## src/hdl/mctg_pkg.sv

```systemverilog
// Shared types and constants for the MIDI clock transport generator.
`default_nettype none

package mctg_pkg;

    // Input operation codes
    typedef enum logic [1:0] {
        OP_TICK   = 2'd0,
        OP_TOGGLE = 2'd1,
        OP_CONT   = 2'd2,
        OP_BPM    = 2'd3
    } t_op;

    // MIDI real-time event codes
    typedef enum logic [1:0] {
        EV_CLOCK = 2'd0,
        EV_START = 2'd1,
        EV_STOP  = 2'd2,
        EV_CONT  = 2'd3
    } t_event;

    // Sequencer states
    typedef enum logic [1:0] {
        S_IDLE = 2'b01,
        S_DIV  = 2'b10
    } t_state;

    localparam int unsigned TEMPO_W   = 9;
    localparam int unsigned TICK_W    = 5;
    localparam int unsigned BEAT_W    = 2;
    localparam int unsigned STEP_W    = 20;
    localparam int unsigned BAR_OUT_W = 16;
    localparam int unsigned DELTA_W   = 4;
    // tempo * 24 tops out at 7200
    localparam int unsigned DVS_W     = 13;

    localparam logic [TICK_W-1:0]  PULSES_PER_BEAT = 5'd24;
    localparam logic [TEMPO_W-1:0] TEMPO_LOW       = 9'd40;
    localparam logic [TEMPO_W-1:0] TEMPO_HIGH      = 9'd300;
    localparam logic [TEMPO_W-1:0] TEMPO_RESET     = 9'd120;
    localparam logic [63:0]        TIME_RESET      = 64'd60000000;
    localparam logic [63:0]        RESET_DIVISOR   = 64'd2880;

    typedef struct packed {
        logic                 busy;
        logic                 done;
    } t_div_status;

endpackage

`default_nettype wire

```

## src/hdl/mctg_if.sv

```systemverilog
// Valid/ready channel interfaces for command input and MIDI event output.
`default_nettype none

interface mctg_in_if;
    logic                                        valid;
    logic                                        ready;
    logic [1:0]                                  op;
    logic signed [mctg_pkg::DELTA_W-1:0]         bpm_delta;

    modport source (output valid, output op, output bpm_delta, input ready);
    modport sink   (input valid, input op, input bpm_delta, output ready);
endinterface

interface mctg_out_if;
    logic                                valid;
    logic                                ready;
    logic [1:0]                          midi_event;
    logic [mctg_pkg::TICK_W-1:0]         tick_position;
    logic [mctg_pkg::BEAT_W-1:0]         beat_position;
    logic [mctg_pkg::BAR_OUT_W-1:0]      bar_count;
    logic [mctg_pkg::STEP_W-1:0]         sixteenth_count;
    logic [mctg_pkg::TEMPO_W-1:0]        tempo_now;

    modport source (output valid, output midi_event, output tick_position,
                    output beat_position, output bar_count, output sixteenth_count,
                    output tempo_now, input ready);
    modport sink   (input valid, input midi_event, input tick_position,
                    input beat_position, input bar_count, input sixteenth_count,
                    input tempo_now, output ready);
endinterface

`default_nettype wire

```

## src/hdl/mctg_div.sv

```systemverilog
// Radix-2 restoring divider, one quotient bit per cycle.
`default_nettype none

module mctg_div #(
    parameter int unsigned TIME_WIDTH = 36
) (
    input  wire                                 i_clk,
    input  wire                                 i_rst_n,
    input  wire                                 i_start,
    input  wire  [TIME_WIDTH-1:0]               i_dividend,
    input  wire  [mctg_pkg::DVS_W-1:0]          i_divisor,
    output mctg_pkg::t_div_status               o_status,
    output logic [TIME_WIDTH-1:0]               o_quotient
);

    localparam int unsigned CNT_W = $clog2(TIME_WIDTH + 1);
    localparam int unsigned DW    = mctg_pkg::DVS_W;

    logic [CNT_W-1:0]      r_cnt, n_cnt;
    logic                  r_done, n_done;
    logic [TIME_WIDTH-1:0] r_quo, n_quo;
    logic [DW-1:0]         r_rem, n_rem;
    logic [DW-1:0]         r_dvs, n_dvs;
    logic [DW:0]           rem_sh;
    logic [DW:0]           diff;
    logic                  ge;

    assign rem_sh = {r_rem, r_quo[TIME_WIDTH-1]};
    assign ge     = rem_sh >= {1'b0, r_dvs};
    assign diff   = rem_sh - {1'b0, r_dvs};

    always_comb begin
        n_cnt  = r_cnt;
        n_done = 1'b0;
        n_quo  = r_quo;
        n_rem  = r_rem;
        n_dvs  = r_dvs;
        if (i_start) begin
            n_cnt = CNT_W'(TIME_WIDTH);
            n_quo = i_dividend;
            n_rem = '0;
            n_dvs = i_divisor;
        end else if (r_cnt != '0) begin
            n_cnt  = r_cnt - 1'b1;
            n_done = (r_cnt == CNT_W'(1));
            n_quo  = {r_quo[TIME_WIDTH-2:0], ge};
            n_rem  = ge ? diff[DW-1:0] : rem_sh[DW-1:0];
        end
    end

    always_ff @(posedge i_clk) begin
        if (!i_rst_n) begin
            r_cnt  <= '0;
            r_done <= 1'b0;
        end else begin
            r_cnt  <= n_cnt;
            r_done <= n_done;
        end
        r_quo <= n_quo;
        r_rem <= n_rem;
        r_dvs <= n_dvs;
    end

    assign o_status   = '{busy: (r_cnt != '0), done: r_done};
    assign o_quotient = r_quo;

endmodule

`default_nettype wire

```

## src/hdl/midi_clock_transport_generator.sv

```systemverilog
// Top level: MIDI clock master with transport control and tempo adjust.
// A transaction that emits an event shows it on the output in the cycle after acceptance.
// Throughput: one item per cycle, except a period boundary, which holds off input
// while the divider computes the new period length bit by bit.
// Input is also held off while an output event waits to be taken.
// Reset (synchronous, active low): tempo 120, stopped, position zero, time base 60000000.
`default_nettype none

module midi_clock_transport_generator #(
    parameter int unsigned BAR_WIDTH  = 16,
    parameter int unsigned TIME_WIDTH = 36
) (
    input  wire                   i_clk,
    input  wire                   i_rst_n,
    mctg_in_if.sink               i_in,
    mctg_out_if.source            o_out,
    input  wire                   i_cfg_we,
    input  wire  [TIME_WIDTH-1:0] i_cfg_wdata
);

    localparam int unsigned TW = mctg_pkg::TEMPO_W;
    localparam logic [TIME_WIDTH-1:0] TimeReset   = TIME_WIDTH'(mctg_pkg::TIME_RESET);
    localparam logic [TIME_WIDTH-1:0] PeriodReset =
        TIME_WIDTH'(mctg_pkg::TIME_RESET % (64'd1 << TIME_WIDTH) / mctg_pkg::RESET_DIVISOR);

    mctg_pkg::t_state            r_state, n_state;
    logic [TIME_WIDTH-1:0]       r_time;
    logic [TW-1:0]               r_tempo, n_tempo;
    logic                        r_run, n_run;
    logic [TIME_WIDTH-1:0]       r_elapsed, n_elapsed;
    logic [TIME_WIDTH-1:0]       r_len, n_len;
    logic [mctg_pkg::TICK_W-1:0] r_tick, n_tick;
    logic [mctg_pkg::BEAT_W-1:0] r_beat, n_beat;
    logic [BAR_WIDTH-1:0]        r_bar, n_bar;
    logic [mctg_pkg::STEP_W-1:0] r_step, n_step;
    logic                        r_ovalid, n_ovalid;
    mctg_pkg::t_event            r_event, n_event;

    logic                        accept;
    logic                        div_start;
    mctg_pkg::t_div_status       div_status;
    logic [TIME_WIDTH-1:0]       div_quo;
    logic [mctg_pkg::DVS_W-1:0]  divisor;
    logic [TIME_WIDTH-1:0]       elapsed_inc;
    logic [mctg_pkg::TICK_W-1:0] tick_inc;
    logic signed [TW+1:0]        tempo_sum;
    logic [BAR_WIDTH+15:0]       bar_ext;

    assign i_in.ready  = (r_state == mctg_pkg::S_IDLE) && (!r_ovalid || o_out.ready);
    assign accept      = i_in.valid && i_in.ready;
    assign divisor     = mctg_pkg::DVS_W'(r_tempo * 13'd24);
    assign elapsed_inc = r_elapsed + 1'b1;
    assign tick_inc    = r_tick + 1'b1;
    assign tempo_sum   = $signed({2'b00, r_tempo}) + (TW+2)'(i_in.bpm_delta);

    always_comb begin
        n_state   = r_state;
        n_tempo   = r_tempo;
        n_run     = r_run;
        n_elapsed = r_elapsed;
        n_len     = r_len;
        n_tick    = r_tick;
        n_beat    = r_beat;
        n_bar     = r_bar;
        n_step    = r_step;
        n_ovalid  = r_ovalid && !o_out.ready;
        n_event   = r_event;
        div_start = 1'b0;

        unique case (r_state)
            mctg_pkg::S_IDLE: begin
                if (accept) begin
                    case (mctg_pkg::t_op'(i_in.op))
                        mctg_pkg::OP_TICK: begin
                            n_elapsed = elapsed_inc;
                            if (elapsed_inc >= r_len) begin
                                // period boundary: restart and relatch length
                                n_elapsed = '0;
                                div_start = 1'b1;
                                n_state   = mctg_pkg::S_DIV;
                                if (r_run) begin
                                    n_tick = tick_inc;
                                    if (tick_inc == 5'd6 || tick_inc == 5'd12 ||
                                        tick_inc == 5'd18 || tick_inc == 5'd24)
                                        n_step = r_step + 1'b1;
                                    if (tick_inc >= mctg_pkg::PULSES_PER_BEAT) begin
                                        n_tick = '0;
                                        n_beat = r_beat + 1'b1;
                                        if (r_beat == 2'd3)
                                            n_bar = r_bar + 1'b1;
                                    end
                                    n_ovalid = 1'b1;
                                    n_event  = mctg_pkg::EV_CLOCK;
                                end
                            end
                        end
                        mctg_pkg::OP_TOGGLE: begin
                            n_ovalid = 1'b1;
                            if (r_run) begin
                                n_run   = 1'b0;
                                n_event = mctg_pkg::EV_STOP;
                            end else begin
                                n_run   = 1'b1;
                                n_tick  = '0;
                                n_beat  = '0;
                                n_bar   = '0;
                                n_step  = '0;
                                n_event = mctg_pkg::EV_START;
                            end
                        end
                        mctg_pkg::OP_CONT: begin
                            if (!r_run) begin
                                n_run    = 1'b1;
                                n_ovalid = 1'b1;
                                n_event  = mctg_pkg::EV_CONT;
                            end
                        end
                        default: begin
                            if (tempo_sum < $signed({2'b00, mctg_pkg::TEMPO_LOW}))
                                n_tempo = mctg_pkg::TEMPO_LOW;
                            else if (tempo_sum > $signed({2'b00, mctg_pkg::TEMPO_HIGH}))
                                n_tempo = mctg_pkg::TEMPO_HIGH;
                            else
                                n_tempo = tempo_sum[TW-1:0];
                        end
                    endcase
                end
            end
            mctg_pkg::S_DIV: begin
                if (div_status.done) begin
                    n_len   = div_quo;
                    n_state = mctg_pkg::S_IDLE;
                end
            end
            default: n_state = mctg_pkg::S_IDLE;
        endcase
    end

    always_ff @(posedge i_clk) begin
        if (!i_rst_n) begin
            r_state   <= mctg_pkg::S_IDLE;
            r_time    <= TimeReset;
            r_tempo   <= mctg_pkg::TEMPO_RESET;
            r_run     <= 1'b0;
            r_elapsed <= '0;
            r_len     <= PeriodReset;
            r_tick    <= '0;
            r_beat    <= '0;
            r_bar     <= '0;
            r_step    <= '0;
            r_ovalid  <= 1'b0;
        end else begin
            r_state   <= n_state;
            if (i_cfg_we)
                r_time <= i_cfg_wdata;
            r_tempo   <= n_tempo;
            r_run     <= n_run;
            r_elapsed <= n_elapsed;
            r_len     <= n_len;
            r_tick    <= n_tick;
            r_beat    <= n_beat;
            r_bar     <= n_bar;
            r_step    <= n_step;
            r_ovalid  <= n_ovalid;
        end
        r_event <= n_event;
    end

    mctg_div #(
        .TIME_WIDTH (TIME_WIDTH)
    ) u_div (
        .i_clk      (i_clk),
        .i_rst_n    (i_rst_n),
        .i_start    (div_start),
        .i_dividend (r_time),
        .i_divisor  (divisor),
        .o_status   (div_status),
        .o_quotient (div_quo)
    );

    // position fields are live registers; they only move when a new transaction is taken
    assign bar_ext               = {16'b0, r_bar};
    assign o_out.valid           = r_ovalid;
    assign o_out.midi_event      = r_event;
    assign o_out.tick_position   = r_tick;
    assign o_out.beat_position   = r_beat;
    assign o_out.bar_count       = bar_ext[mctg_pkg::BAR_OUT_W-1:0];
    assign o_out.sixteenth_count = r_step;
    assign o_out.tempo_now       = r_tempo;

endmodule

`default_nettype wire

```

## src/flat_wrapper.sv

```systemverilog
// flat-port wrapper written by rule: the top's interface ports become plain ports
module midi_clock_transport_generator_flat 
#(
    parameter int unsigned BAR_WIDTH  = 16,
    parameter int unsigned TIME_WIDTH = 36
)
  (i_clk, i_rst_n, i_cfg_we, i_cfg_wdata, i_in_valid, i_in_op, i_in_bpm_delta, i_in_ready, o_out_valid, o_out_midi_event, o_out_tick_position, o_out_beat_position, o_out_bar_count, o_out_sixteenth_count, o_out_tempo_now, o_out_ready);
  mctg_in_if i_in_i ();
  mctg_out_if o_out_i ();
  input  wire i_clk;
  input  wire i_rst_n;
  input  wire i_cfg_we;
  input  wire  [TIME_WIDTH-1:0] i_cfg_wdata;
  input wire logic [$bits(i_in_i.valid)-1:0] i_in_valid;
  input wire logic [$bits(i_in_i.op)-1:0] i_in_op;
  input wire logic [$bits(i_in_i.bpm_delta)-1:0] i_in_bpm_delta;
  output wire logic [$bits(i_in_i.ready)-1:0] i_in_ready;
  output wire logic [$bits(o_out_i.valid)-1:0] o_out_valid;
  output wire logic [$bits(o_out_i.midi_event)-1:0] o_out_midi_event;
  output wire logic [$bits(o_out_i.tick_position)-1:0] o_out_tick_position;
  output wire logic [$bits(o_out_i.beat_position)-1:0] o_out_beat_position;
  output wire logic [$bits(o_out_i.bar_count)-1:0] o_out_bar_count;
  output wire logic [$bits(o_out_i.sixteenth_count)-1:0] o_out_sixteenth_count;
  output wire logic [$bits(o_out_i.tempo_now)-1:0] o_out_tempo_now;
  input wire logic [$bits(o_out_i.ready)-1:0] o_out_ready;
  assign i_in_i.valid = i_in_valid;
  assign i_in_i.op = i_in_op;
  assign i_in_i.bpm_delta = i_in_bpm_delta;
  assign i_in_ready = i_in_i.ready;
  assign o_out_valid = o_out_i.valid;
  assign o_out_midi_event = o_out_i.midi_event;
  assign o_out_tick_position = o_out_i.tick_position;
  assign o_out_beat_position = o_out_i.beat_position;
  assign o_out_bar_count = o_out_i.bar_count;
  assign o_out_sixteenth_count = o_out_i.sixteenth_count;
  assign o_out_tempo_now = o_out_i.tempo_now;
  assign o_out_i.ready = o_out_ready;
  midi_clock_transport_generator #(.BAR_WIDTH(BAR_WIDTH), .TIME_WIDTH(TIME_WIDTH)) u_core (.i_clk(i_clk), .i_rst_n(i_rst_n), .i_in(i_in_i), .o_out(o_out_i), .i_cfg_we(i_cfg_we), .i_cfg_wdata(i_cfg_wdata));
endmodule
```

## config.mk

```make
export PLATFORM = sky130hd
export DESIGN_NAME = midi_clock_transport_generator_flat
export DESIGN_NICKNAME = d
export VERILOG_FILES = /design/src/hdl/mctg_pkg.sv /design/src/hdl/mctg_if.sv /design/src/hdl/mctg_div.sv /design/src/hdl/midi_clock_transport_generator.sv /design/src/flat_wrapper.sv
export SDC_FILE = /design/constraint.sdc
export NUM_CORES = 1
export LEC_CHECK = 0
export BUFFER_PORTS_ARGS = -buffer_cell sky130_fd_sc_hd__buf_2
export CAP_MARGIN = 5
export CORE_MARGIN = 1
export CORE_UTILIZATION = 57
export CTS_BUF_LIST = sky130_fd_sc_hd__clkbuf_8
export DETAILED_ROUTE_END_ITERATION = 6
export HOLD_SLACK_MARGIN = 0.12
export PLACE_DENSITY = 0.79
export SYNTH_ARGS = -nofsm -noshare
export SYNTH_HDL_FRONTEND = slang
export SYNTH_HIERARCHICAL = 1
export SYNTH_SLANG_ARGS = --single-unit
```

## constraint.sdc

```tcl
create_clock -name i_clk -period 5.9 [get_ports i_clk]
set_clock_uncertainty 0.15 [all_clocks]
set_input_delay 1.18 -clock i_clk [delete_from_list [all_inputs] [get_ports i_clk]]
set_output_delay 1.18 -clock i_clk [all_outputs]
set_load 0.1 [all_outputs]
```

---- Yosys cells after proc, flatten, opt, wreduce, memory -nomap -nowiden ----
Index checks and enable logic that the tools add are counted.
storage, ports and cells
  bits in registers ....................... 232
  input port bits ......................... 47
  output and inout bits ................... 56
  logic and storage cells ................. 135
cells by class
  add/sub/neg operators ................... 8
  multipliers ............................. 1
  magnitude comparators ................... 5
  eq/ne operators ......................... 21
  multiplexer cells ....................... 51
  bitwise operators ....................... 3
  reduce and logical (&&, ||, !) cells .... 28
operator list
  cell                                                             number
  two-way mux 36 bit                                               3
  two-way mux 16 bit                                               5
  two-way mux 20 bit                                               4
  one-hot mux 20 bit (2 select lines)                              1
  adder 36 x 1 -> 36 bit, second input constant                    1
  >= comparator 36 bit                                             1
  one-hot mux 16 bit (2 select lines)                              1
  two-way mux 2 bit                                                12
  adder 20 x 1 -> 20 bit, second input constant                    1
  two-way mux 5 bit                                                4
  two-way mux 9 bit                                                2
  adder 16 x 1 -> 16 bit, second input constant                    1
  >= comparator 14 x 13 -> 1 bit                                   1
  AND reduction 7 bit                                              2
  two-way mux 13 bit                                               1
  subtractor 13 bit                                                1
  two-way mux 6 bit                                                2
  != test 2 x 1 -> 1 bit, second input constant                    6
  AND reduction 6 bit                                              2
  adder 10 x 4 -> 11 bit                                           1
  greater-than comparator 11 x 10 -> 1 bit, second input constant  1
  < comparator 11 x 7 -> 1 bit, second input constant              1
  == test 5 bit, second input constant                             2
  multiplier 9 x 2 -> 10 bit, second input constant                1
  30 further kinds                                                 60

---- Longest topological paths before layout ----
Gate-level depths: netlist (run 1).
  depth after elaboration ................. 9
  mapped depth ............................ 21
  depth with buffers taken out ............ 19

---- Hierarchy ----
Netlist (run 1), hierarchy kept.
modules (own cells, without submodules)
  module                          times used  cells each  area an instance (µm²)  seq. area each (µm²)
  midi_clock_transport_generator  1           1110        9105.0                  3343.2
  mctg_div                        1           294         3642.2                  1871.8

---- Worst setup path before layout (run 1) ----
No wires, ideal clock.
  kind .................................... register -> register
  from .................................... reg u_core.r_elapsed[0]
  to ...................................... reg u_core.u_div.r_quo[0], in the netlist u_core/u_div/o_quotient[0] (enable)
  setup time .............................. 0.394 ns
  arrival ................................. 5.071 ns
  data required time ...................... 5.356 ns
  setup slack ............................. 0.285 ns
  stages on the path, launching flop included .. 19
  path buffers ............................ 2
  period minus slack after synthesis ...... 5.615 ns
  cell sequence ........................... dfxtp_1 -> ha_1 -> nand3_1 -> nor2_1 -> nand3_1 -> or2_2 -> nor3_1 -> nand2_1 -> xnor2_1 -> ha_1 -> nand4_1 -> nor4_1 -> a21boi_1 -> nor2_1 -> clkbuf_1 -> nor2_1 -> inv_1 -> clkbuf_1 -> nand2_1
on the way
  cells in the longest elaborated chain, start to end .. 7
ends and longest elaborated chain
  item                          RTL line                               RTL
  start: declaration            midi_clock_transport_generator.sv:30   logic [TIME_WIDTH-1:0] r_elapsed, n_elapsed;
  start signal: assignment      midi_clock_transport_generator.sv:158  r_elapsed <= n_elapsed;
  adder 36 x 1 -> 36 bit        midi_clock_transport_generator.sv:52   assign elapsed_inc = r_elapsed + 1'b1;
  >= comparator 36 bit          midi_clock_transport_generator.sv:76   if (elapsed_inc >= r_len) begin
  two-way mux 1 bit             midi_clock_transport_generator.sv:76
  two-way mux 1 bit             midi_clock_transport_generator.sv:73   case (mctg_pkg::t_op'(i_in.op))
  two-way mux 1 bit             midi_clock_transport_generator.sv:72   if (accept) begin
  two-way mux 1 bit             midi_clock_transport_generator.sv:70   unique case (r_state)
  net u_core.div_start          midi_clock_transport_generator.sv:40   logic div_start;
  nonzero test 2 bit (no line)  --
  end signal: assignment        mctg_div.sv:59                         r_quo <= n_quo;
  end: declaration              mctg_div.sv:21                         logic [TIME_WIDTH-1:0] r_quo, n_quo;
The timed path passes the listed nets, and every way through them passes these cells.
A chain may end at the register's enable or synchronous reset.

---- Worst setup path in the final report (run 1) ----
  from .................................... reg u_core.r_elapsed[0]
  to ...................................... reg u_core.r_beat (netlist bit u_core/o_out.beat_position[0])
on the way
  cells in the longest elaborated chain, start to end .. 4
ends and longest elaborated chain
  item                              RTL line                               RTL
  adder 36 x 1 -> 36 bit            midi_clock_transport_generator.sv:52
  >= comparator 36 bit              midi_clock_transport_generator.sv:76
  != test 2 x 1 -> 1 bit (no line)  --
  AND reduction 7 bit (no line)     --
  end signal: assignment            midi_clock_transport_generator.sv:161  r_beat <= n_beat;
  end: declaration                  midi_clock_transport_generator.sv:33   logic [mctg_pkg::BEAT_W-1:0] r_beat, n_beat;
Every way passes these cells.

==> results.toml, run 1 <==
[run_status]
outcome = "finished, final reports clean"

[power]
p_total_w = 0.00488
p_per_area_mw_per_mm2 = 342
p_sw_frac = 0.310
p_int_w = 0.00336
p_clk_frac = 0.315
pwr-share-seq = 0.434
p_comb_frac = 0.251
peakVddDrop_mv = 0.238
leakagePower_nw = 5.78
p_switching_w = 0.00151

[placed_design]
portBuffers = 102
dp_hpwl_mm = 19.3
place_congestion = 0.878

[critical_path]
cp.arrival_ns = 5.53
end_kind = "flop"
startpoint_type = "flop"
worst-path-max-fanout = 19
timing.rr.start = "u_core/r_elapsed[0]"
rrSetupSlack_ns = 0.68
required_ns = 6.20
reg2reg_to = "u_core/o_out.beat_position[0]"
reg2regPathDepth = 16
path_class = "flop to flop"

[cts]
path_clk_slew_ns = 0.06
cts_buffer_depth = 3
post-cts-setup-buffers = 0
cts_resized = 0
ctsHoldBuffers = 0
root_buffer = "clkbuf_8"
cts_tree = "yes"
clk_latency_ns = 0.54
htree_levels = 2
cts.sinks = 235
numCtsBuffers = 40

[logic_synthesis]
synth_mux_area_frac = 0.0735
yosysWarnings = 6
synth_compound_area_frac = 0.143
synth_xor_area_frac = 0.0529
seq_area_frac_synth = 0.409
netlist_area_mm2 = 0.0127
synth-edff-count = 51
synth_seq_cells = 235
synthArstFlopShare = 0
syn_area_per_cell_um2 = 9.08
syn_inst = 1404
synthSimpleGateAreaFrac = 0.191
synth_top_family_by_area = "simple AND/OR/NAND/NOR gates"
synthAdderAreaFrac = 0.0832
synth.distinct_cells = 91
synth_ff_type = "dfxtp_1"

[sta]
period_share = 0.885
setup_tns_ns = 0
max_freq_ghz = 0.191
relSlewSlack = 0.271
rsz0062_at_grt = "no"
setup_violations = 0
tightest_slew_ns = 1.09
finalHoldViolCount = 0
min_period_ns = 5.22
slew_violations = 0

[global_route]
grt.overflow.total = 0
grt_pass1_wl_mm = 46.0
grt_usage = 0.246
grt_max_degree = 62
grt_pass1_vias = 9768
antenna_found_initial = 0

[floorplan]
core-area_mm2 = 0.0219
rows = 54
die-height_um = 152
die_area_mm2 = 0.0230
pin_count = 103
start_util = 0.582
die_w_um = 152

[detailed_routing]
antenna_left = 0
dr.pass1.iters = 6
drt_iter0_markers = 636
vias_per_cell = 5.73
wl_mm = 27.8
drt-wirelength-per-cell_um = 15.4
drcViolationCount = 0
dr_total_vias = 10366

[finish]
fillers = 1834
drive_gt1_frac = 0.162
multi_input_area_mm2 = 0.00696
antenna_cells = 0
area.growth.synth_to_final_pct = 12.0
nets = 1629
seq_area_mm2 = 0.00522

[min_path]
hold_path_depth = 2
hp-start = "u_core/r_len[25]"
hp-class = "flop to flop"
min_to = "u_core/r_len[25]"

[job]
cap_viol_max_count = 0
==> worst max-delay path by stage <==
stage                     depth (start not counted)                            end                start
after floorplan                                  18     u_core/u_div/o_quotient[0]  u_core/r_elapsed[0]
after global placement                           17            u_core/r_elapsed[2]  u_core/r_elapsed[0]
after detailed placement                         16  u_core/o_out.beat_position[0]  u_core/r_elapsed[0]
after CTS                                        16  u_core/o_out.beat_position[0]  u_core/r_elapsed[0]
after global routing                             16  u_core/o_out.beat_position[0]  u_core/r_elapsed[0]
final                                            16  u_core/o_out.beat_position[0]  u_core/r_elapsed[0]
==> cell families after synthesis <==
family | after synthesis
compound gates | 279
xor+xnor | 77
fa+ha+maj | 83
buf+inv | 141
flops | 235
mux | 89
other cells | 1
simple gates | 499
==> Yosys cell counts (all sizes together) (4+ instances only) <==
master,instances,share of area
nand3b,13,0.0077
a21oi,123,0.048
a22oi,12,0.0071
a211oi,9,0.0077
o21a,8,0.0054
xnor2,50,0.034
and4,6,0.0043
a2111oi,5,0.0054
buf,22,0.011
or2,9,0.0044
nand3,44,0.017
nor2b,8,0.0041
nor4,14,0.0074
nand2b,9,0.0044
edfxtp,51,0.12
and3,18,0.0089
inv,81,0.024
mux2i,52,0.041
nor3,17,0.0071
nand2,171,0.051
o211ai,9,0.0053
nor2,122,0.036
nand4,29,0.014
dfxtp,184,0.29
ha,80,0.079
clkbuf,37,0.011
o31ai,4,0.0024
a311oi,7,0.0068
and2,8,0.0039
mux2,37,0.033
nor3b,6,0.0044
or3,9,0.0044
a21o,18,0.011
or4,4,0.0024
o21bai,4,0.0024
xor2,27,0.019
o21ai,47,0.019
a21boi,8,0.0050
==> flip-flops by register name (all words and copies together) (netlist names), 5 cells and up <==
name	count
u_core/r_elapsed	36
u_core/r_len	36
u_core/r_time	36
u_core/u_div/o_quotient	36
u_core/o_out.sixteenth_count	20
u_core/o_out.bar_count	16
u_core/u_div/r_dvs	13
u_core/u_div/r_rem	13
u_core/o_out.tempo_now	9
u_core/u_div/r_cnt	6
u_core/o_out.tick_position	5
==> stage by stage <==
stage | util | instances | worst slack [ns] | area, um2 | hold WS [ns]
final | 0.652 | 1810 | 0.676 | 14300 | 0.304
after global routing | 0.652 | 1810 | 0.164 | 14300 | 0.329
after CTS | 0.652 | 1810 | 0.684 | 14300 | 0.307
after detailed placement | 0.613 | 1737 | 0.742 | 13400 | 0.300
after global placement | 0.613 | 1737 | 0.993 | 13400 | 0.294
after floorplan | - | 1406 | 0.285 | 12800 | 0.286
==> worst max-delay path, stage by stage, from the launching register on <==
cell	delay (ns)
dfxtp_1	0.41
ha_1	0.28
nand3_1	0.19
nor2_1	0.32
nand3_1	0.16
or2_2	0.34
nor3_1	0.42
nand2_1	0.13
xnor2_1	0.17
ha_1	0.31
nand4_1	0.19
nor4_1	0.43
a21boi_1	0.29
or2_1	0.58
a21boi_1	0.19
or4_1	0.43
a21oi_1	0.14
==> layout make-up <==
class | count | share of cell area
clock buffers | 48 | 0.0463
clock inverters | 25 | 0.0134
inverters | 81 | 0.0213
multi-input cells | 1030 | 0.488
flip-flops and latches | 235 | 0.365
well taps | 280 | 0.0245
repair buffers | 111 | 0.0414
==> power by group through the flow <==
stage | logic, W | registers [W] | clock network [W]
after floorplan | 0.000992 | 0.00212 | 0
after global placement | 0.00117 | 0.00214 | 0
after detailed placement | 0.00121 | 0.00214 | 0
after CTS | 0.00122 | 0.00212 | 0.00157
after global routing | 0.00135 | 0.00214 | 0.00164
final | 0.00123 | 0.00212 | 0.00154
==> cells in the final DEF (no fill, tap or decap), types with 13 or more instances in the layout <==
| cell | n |
|---|---|
| nand4_1 | 29 |
| nand3_1 | 44 |
| inv_1 | 92 |
| dfxtp_1 | 184 |
| xor2_1 | 27 |
| and3_1 | 17 |
| clkbuf_8 | 48 |
| nor2_1 | 120 |
| nor4_1 | 13 |
| nor3_1 | 16 |
| o21ai_0 | 38 |
| mux2i_1 | 52 |
| edfxtp_1 | 51 |
| xnor2_1 | 50 |
| mux2_2 | 36 |
| ha_1 | 80 |
| nand2_1 | 170 |
| buf_2 | 102 |
| nand3b_1 | 13 |
| a21oi_1 | 123 |
| a21o_1 | 18 |
==> routing by layer <==
layer,vias up,wire [um],GRT usage
li1,5158,-,-
met1,4899,13000,0.333
met2,265,12900,0.400
met3,44,1380,0.0395
met4,0,532,0.0782
met5,-,0,0.00682
Power figures use the tool's default switching activity.
==> run 2: changes to the inputs <==
--- a/config.mk
+++ b/config.mk
@@ -8,11 +8,11 @@
 export BUFFER_PORTS_ARGS = -buffer_cell sky130_fd_sc_hd__buf_2
 export CAP_MARGIN = 5
 export CORE_MARGIN = 1
-export CORE_UTILIZATION = 57
+export CORE_UTILIZATION = 60
 export CTS_BUF_LIST = sky130_fd_sc_hd__clkbuf_8
 export DETAILED_ROUTE_END_ITERATION = 6
 export HOLD_SLACK_MARGIN = 0.12
-export PLACE_DENSITY = 0.79
+export PLACE_DENSITY = 0.8
 export SYNTH_ARGS = -nofsm -noshare
 export SYNTH_HDL_FRONTEND = slang
 export SYNTH_HIERARCHICAL = 1
==> constraint.sdc (replaced) <==
create_clock -name i_clk -period 5.4 [get_ports i_clk]
set_clock_uncertainty 0.15 [all_clocks]
set_input_delay 1.08 -clock i_clk [delete_from_list [all_inputs] [get_ports i_clk]]
set_output_delay 1.08 -clock i_clk [all_outputs]
set_load 0.1 [all_outputs]
==> results.toml, run 2 (synthesized netlist as in run 1, its figures left out) <==
[placed_design]
dpl_worst_slack_ns = 0.321
place_area_mm2 = 0.0134
dp_hpwl_mm = 19.5
place_congestion = 0.863
portBuffers = 102

[critical_path]
required_ns = 5.61
cp.arrival_ns = 5.15
worst-path-max-fanout = 21
timing.rr.start = "u_core/r_elapsed[0]"
reg2reg_to = "u_core/o_out.tick_position[2]"
startpoint_type = "flop"
reg2regPathDepth = 17
end_kind = "flop"
path_class = "flop to flop"
rrSetupSlack_ns = 0.46

[cts]
cts.sinks = 235
ctsHoldBuffers = 0
root_buffer = "clkbuf_8"
path_clk_slew_ns = 0.05
clk_latency_ns = 0.54
cts_buffer_depth = 3
numCtsBuffers = 40
cts_tree = "yes"
htree_levels = 2

[finish]
layout_commonest_cell = "dfxtp_1"
fin_area_mm2 = 0.0142
final_util = 0.693
antenna_cells = 0
fillers = 1626
nets = 1632
area.growth.synth_to_final_pct = 11.7
final_cell_mix = "184 x dfxtp_1, 169 x nand2_1, 123 x a21oi_1"
drive_gt1_frac = 0.163

[min_path]
hp-class = "flop to flop"
hp-start = "u_core/r_len[26]"
hold_path_depth = 2
min_to = "u_core/r_len[26]"

[power]
p_sw_frac = 0.314
p_comb_frac = 0.258
p_per_area_mw_per_mm2 = 368
leakagePower_nw = 5.81
p_switching_w = 0.00165
peakVddDrop_mv = 0.278
pwr-share-seq = 0.441
p_int_w = 0.00360
p_clk_frac = 0.301

[job]
cap_viol_max_count = 0

[global_route]
grt_max_degree = 62
grt.met1_usage = 0.352
grt_pass1_vias = 10046
grtUsageMet2 = 0.429
grt_pass1_wl_mm = 47.4
busiest_layer = "met2"
grt.overflow.total = 0
grt_util_met3 = 0.0432
grt_usage = 0.262
antenna_found_initial = 0

[floorplan]
core-area_mm2 = 0.0206
rows = 52
pin_count = 103
die_w_um = 148
die_area_mm2 = 0.0218
die-height_um = 148
start_util = 0.620

[detailed_routing]
drcViolationCount = 0
drt_iter0_markers = 627
drt-wirelength-per-cell_um = 15.7
wl_mm = 28.3
antenna_left = 0
dr.pass1.iters = 5
vias_per_cell = 5.78
dr_total_vias = 10423

[sta]
setup_tns_ns = 0
setup_violations = 0
period_share = 0.914
rsz0062_at_grt = "no"
tightest_slew_ns = 1.13
min_period_ns = 4.94
finalHoldViolCount = 0
max_freq_ghz = 0.203
relSlewSlack = 0.248
slew_violations = 0
worst_slack_ns = 0.463

[run_status]
outcome = "finished, final reports clean"
==> run 2: changes by cell type in the layout (fill, tap and decap cells not counted), moves of 2 or more <==
cell	change
buf_4	+2
bufinv_16	-2
clkinvlp_4	-4
inv_1	+5
==> run 2: layout make-up <==
cell class | count | area, um2 | area share
timing repair buffer | 114 | 617 | 0.0433
clock buffer | 49 | 674 | 0.0473
tap | 270 | 338 | 0.0237
clock inverter | 24 | 125 | 0.00878
sequential | 235 | 5220 | 0.366
multi-input combinational | 1030 | 6970 | 0.489
inverter | 81 | 304 | 0.0213
==> run 2: per-stage QoR <==
| step | total power (W) | instances | hold WS [ns] |
|---|---|---|---|
| 3_3_place_gp | 0.00361 | 1730 | 0.295 |
| 6_report | 0.00524 | 1803 | 0.304 |
| 3_5_place_dp | 0.00368 | 1730 | 0.298 |
| 5_1_grt | 0.00553 | 1803 | 0.325 |
| 4_1_cts | 0.00527 | 1803 | 0.306 |
| 2_1_floorplan | 0.00339 | 1406 | 0.286 |
==> run 2: critical path, cell delays in order, from the launching register on <==
cell and delay, ns:
dfxtp_1 0.42, ha_1 0.26, nand3_1 0.17, nor2_1 0.31, nand3_1 0.14, or2_2 0.34, nor3_2 0.26, nand2_1 0.11
xnor2_1 0.16, ha_1 0.32, nand4_1 0.13, nor4_1 0.45, a21boi_1 0.31, nor2_1 0.12, buf_4 0.25, a21oi_1 0.56
o32a_1 0.27, nor2_1 0.04
==> run 2: power by group through the flow <==
stage	Combinational (W)	Clock (W)	Sequential, W
final	0.00135	0.00158	0.00231
after global routing	0.00149	0.00170	0.00234
after CTS	0.00134	0.00162	0.00231
after detailed placement	0.00133	0	0.00235
after global placement	0.00127	0	0.00234
after floorplan	0.00109	0	0.00231
==> run 2: worst max-delay path by stage <==
stage	start	end	slack (ns)	cells after the start
6_report	u_core/r_elapsed[0]	u_core/o_out.tick_position[2]	0.46	17
5_1_grt	u_core/r_elapsed[0]	u_core/u_div/r_rem[7]	0.07	18
4_1_cts	u_core/r_elapsed[0]	u_core/u_div/o_quotient[11]	0.23	17
3_5_place_dp	u_core/r_elapsed[0]	u_core/u_div/o_quotient[30]	0.32	17
3_3_place_gp	u_core/r_elapsed[0]	u_core/u_div/o_quotient[30]	0.47	17
2_1_floorplan	u_core/r_elapsed[0]	u_core/u_div/o_quotient[10]	0.09	18
==> run 2: per-layer routing <==
layer | part of all wire | vias to the layer above
li1 | - | 5157
met3 | 0.050 | 56
met1 | 0.46 | 4935
met2 | 0.46 | 275
met4 | 0.022 | 0
met5 | 0 | -
==> run 2: timing repair <==
item                       4_1_cts  5_1_grt
setup buffers                    0        0
setup endpoints to repair        0       79
resized for setup                0        3
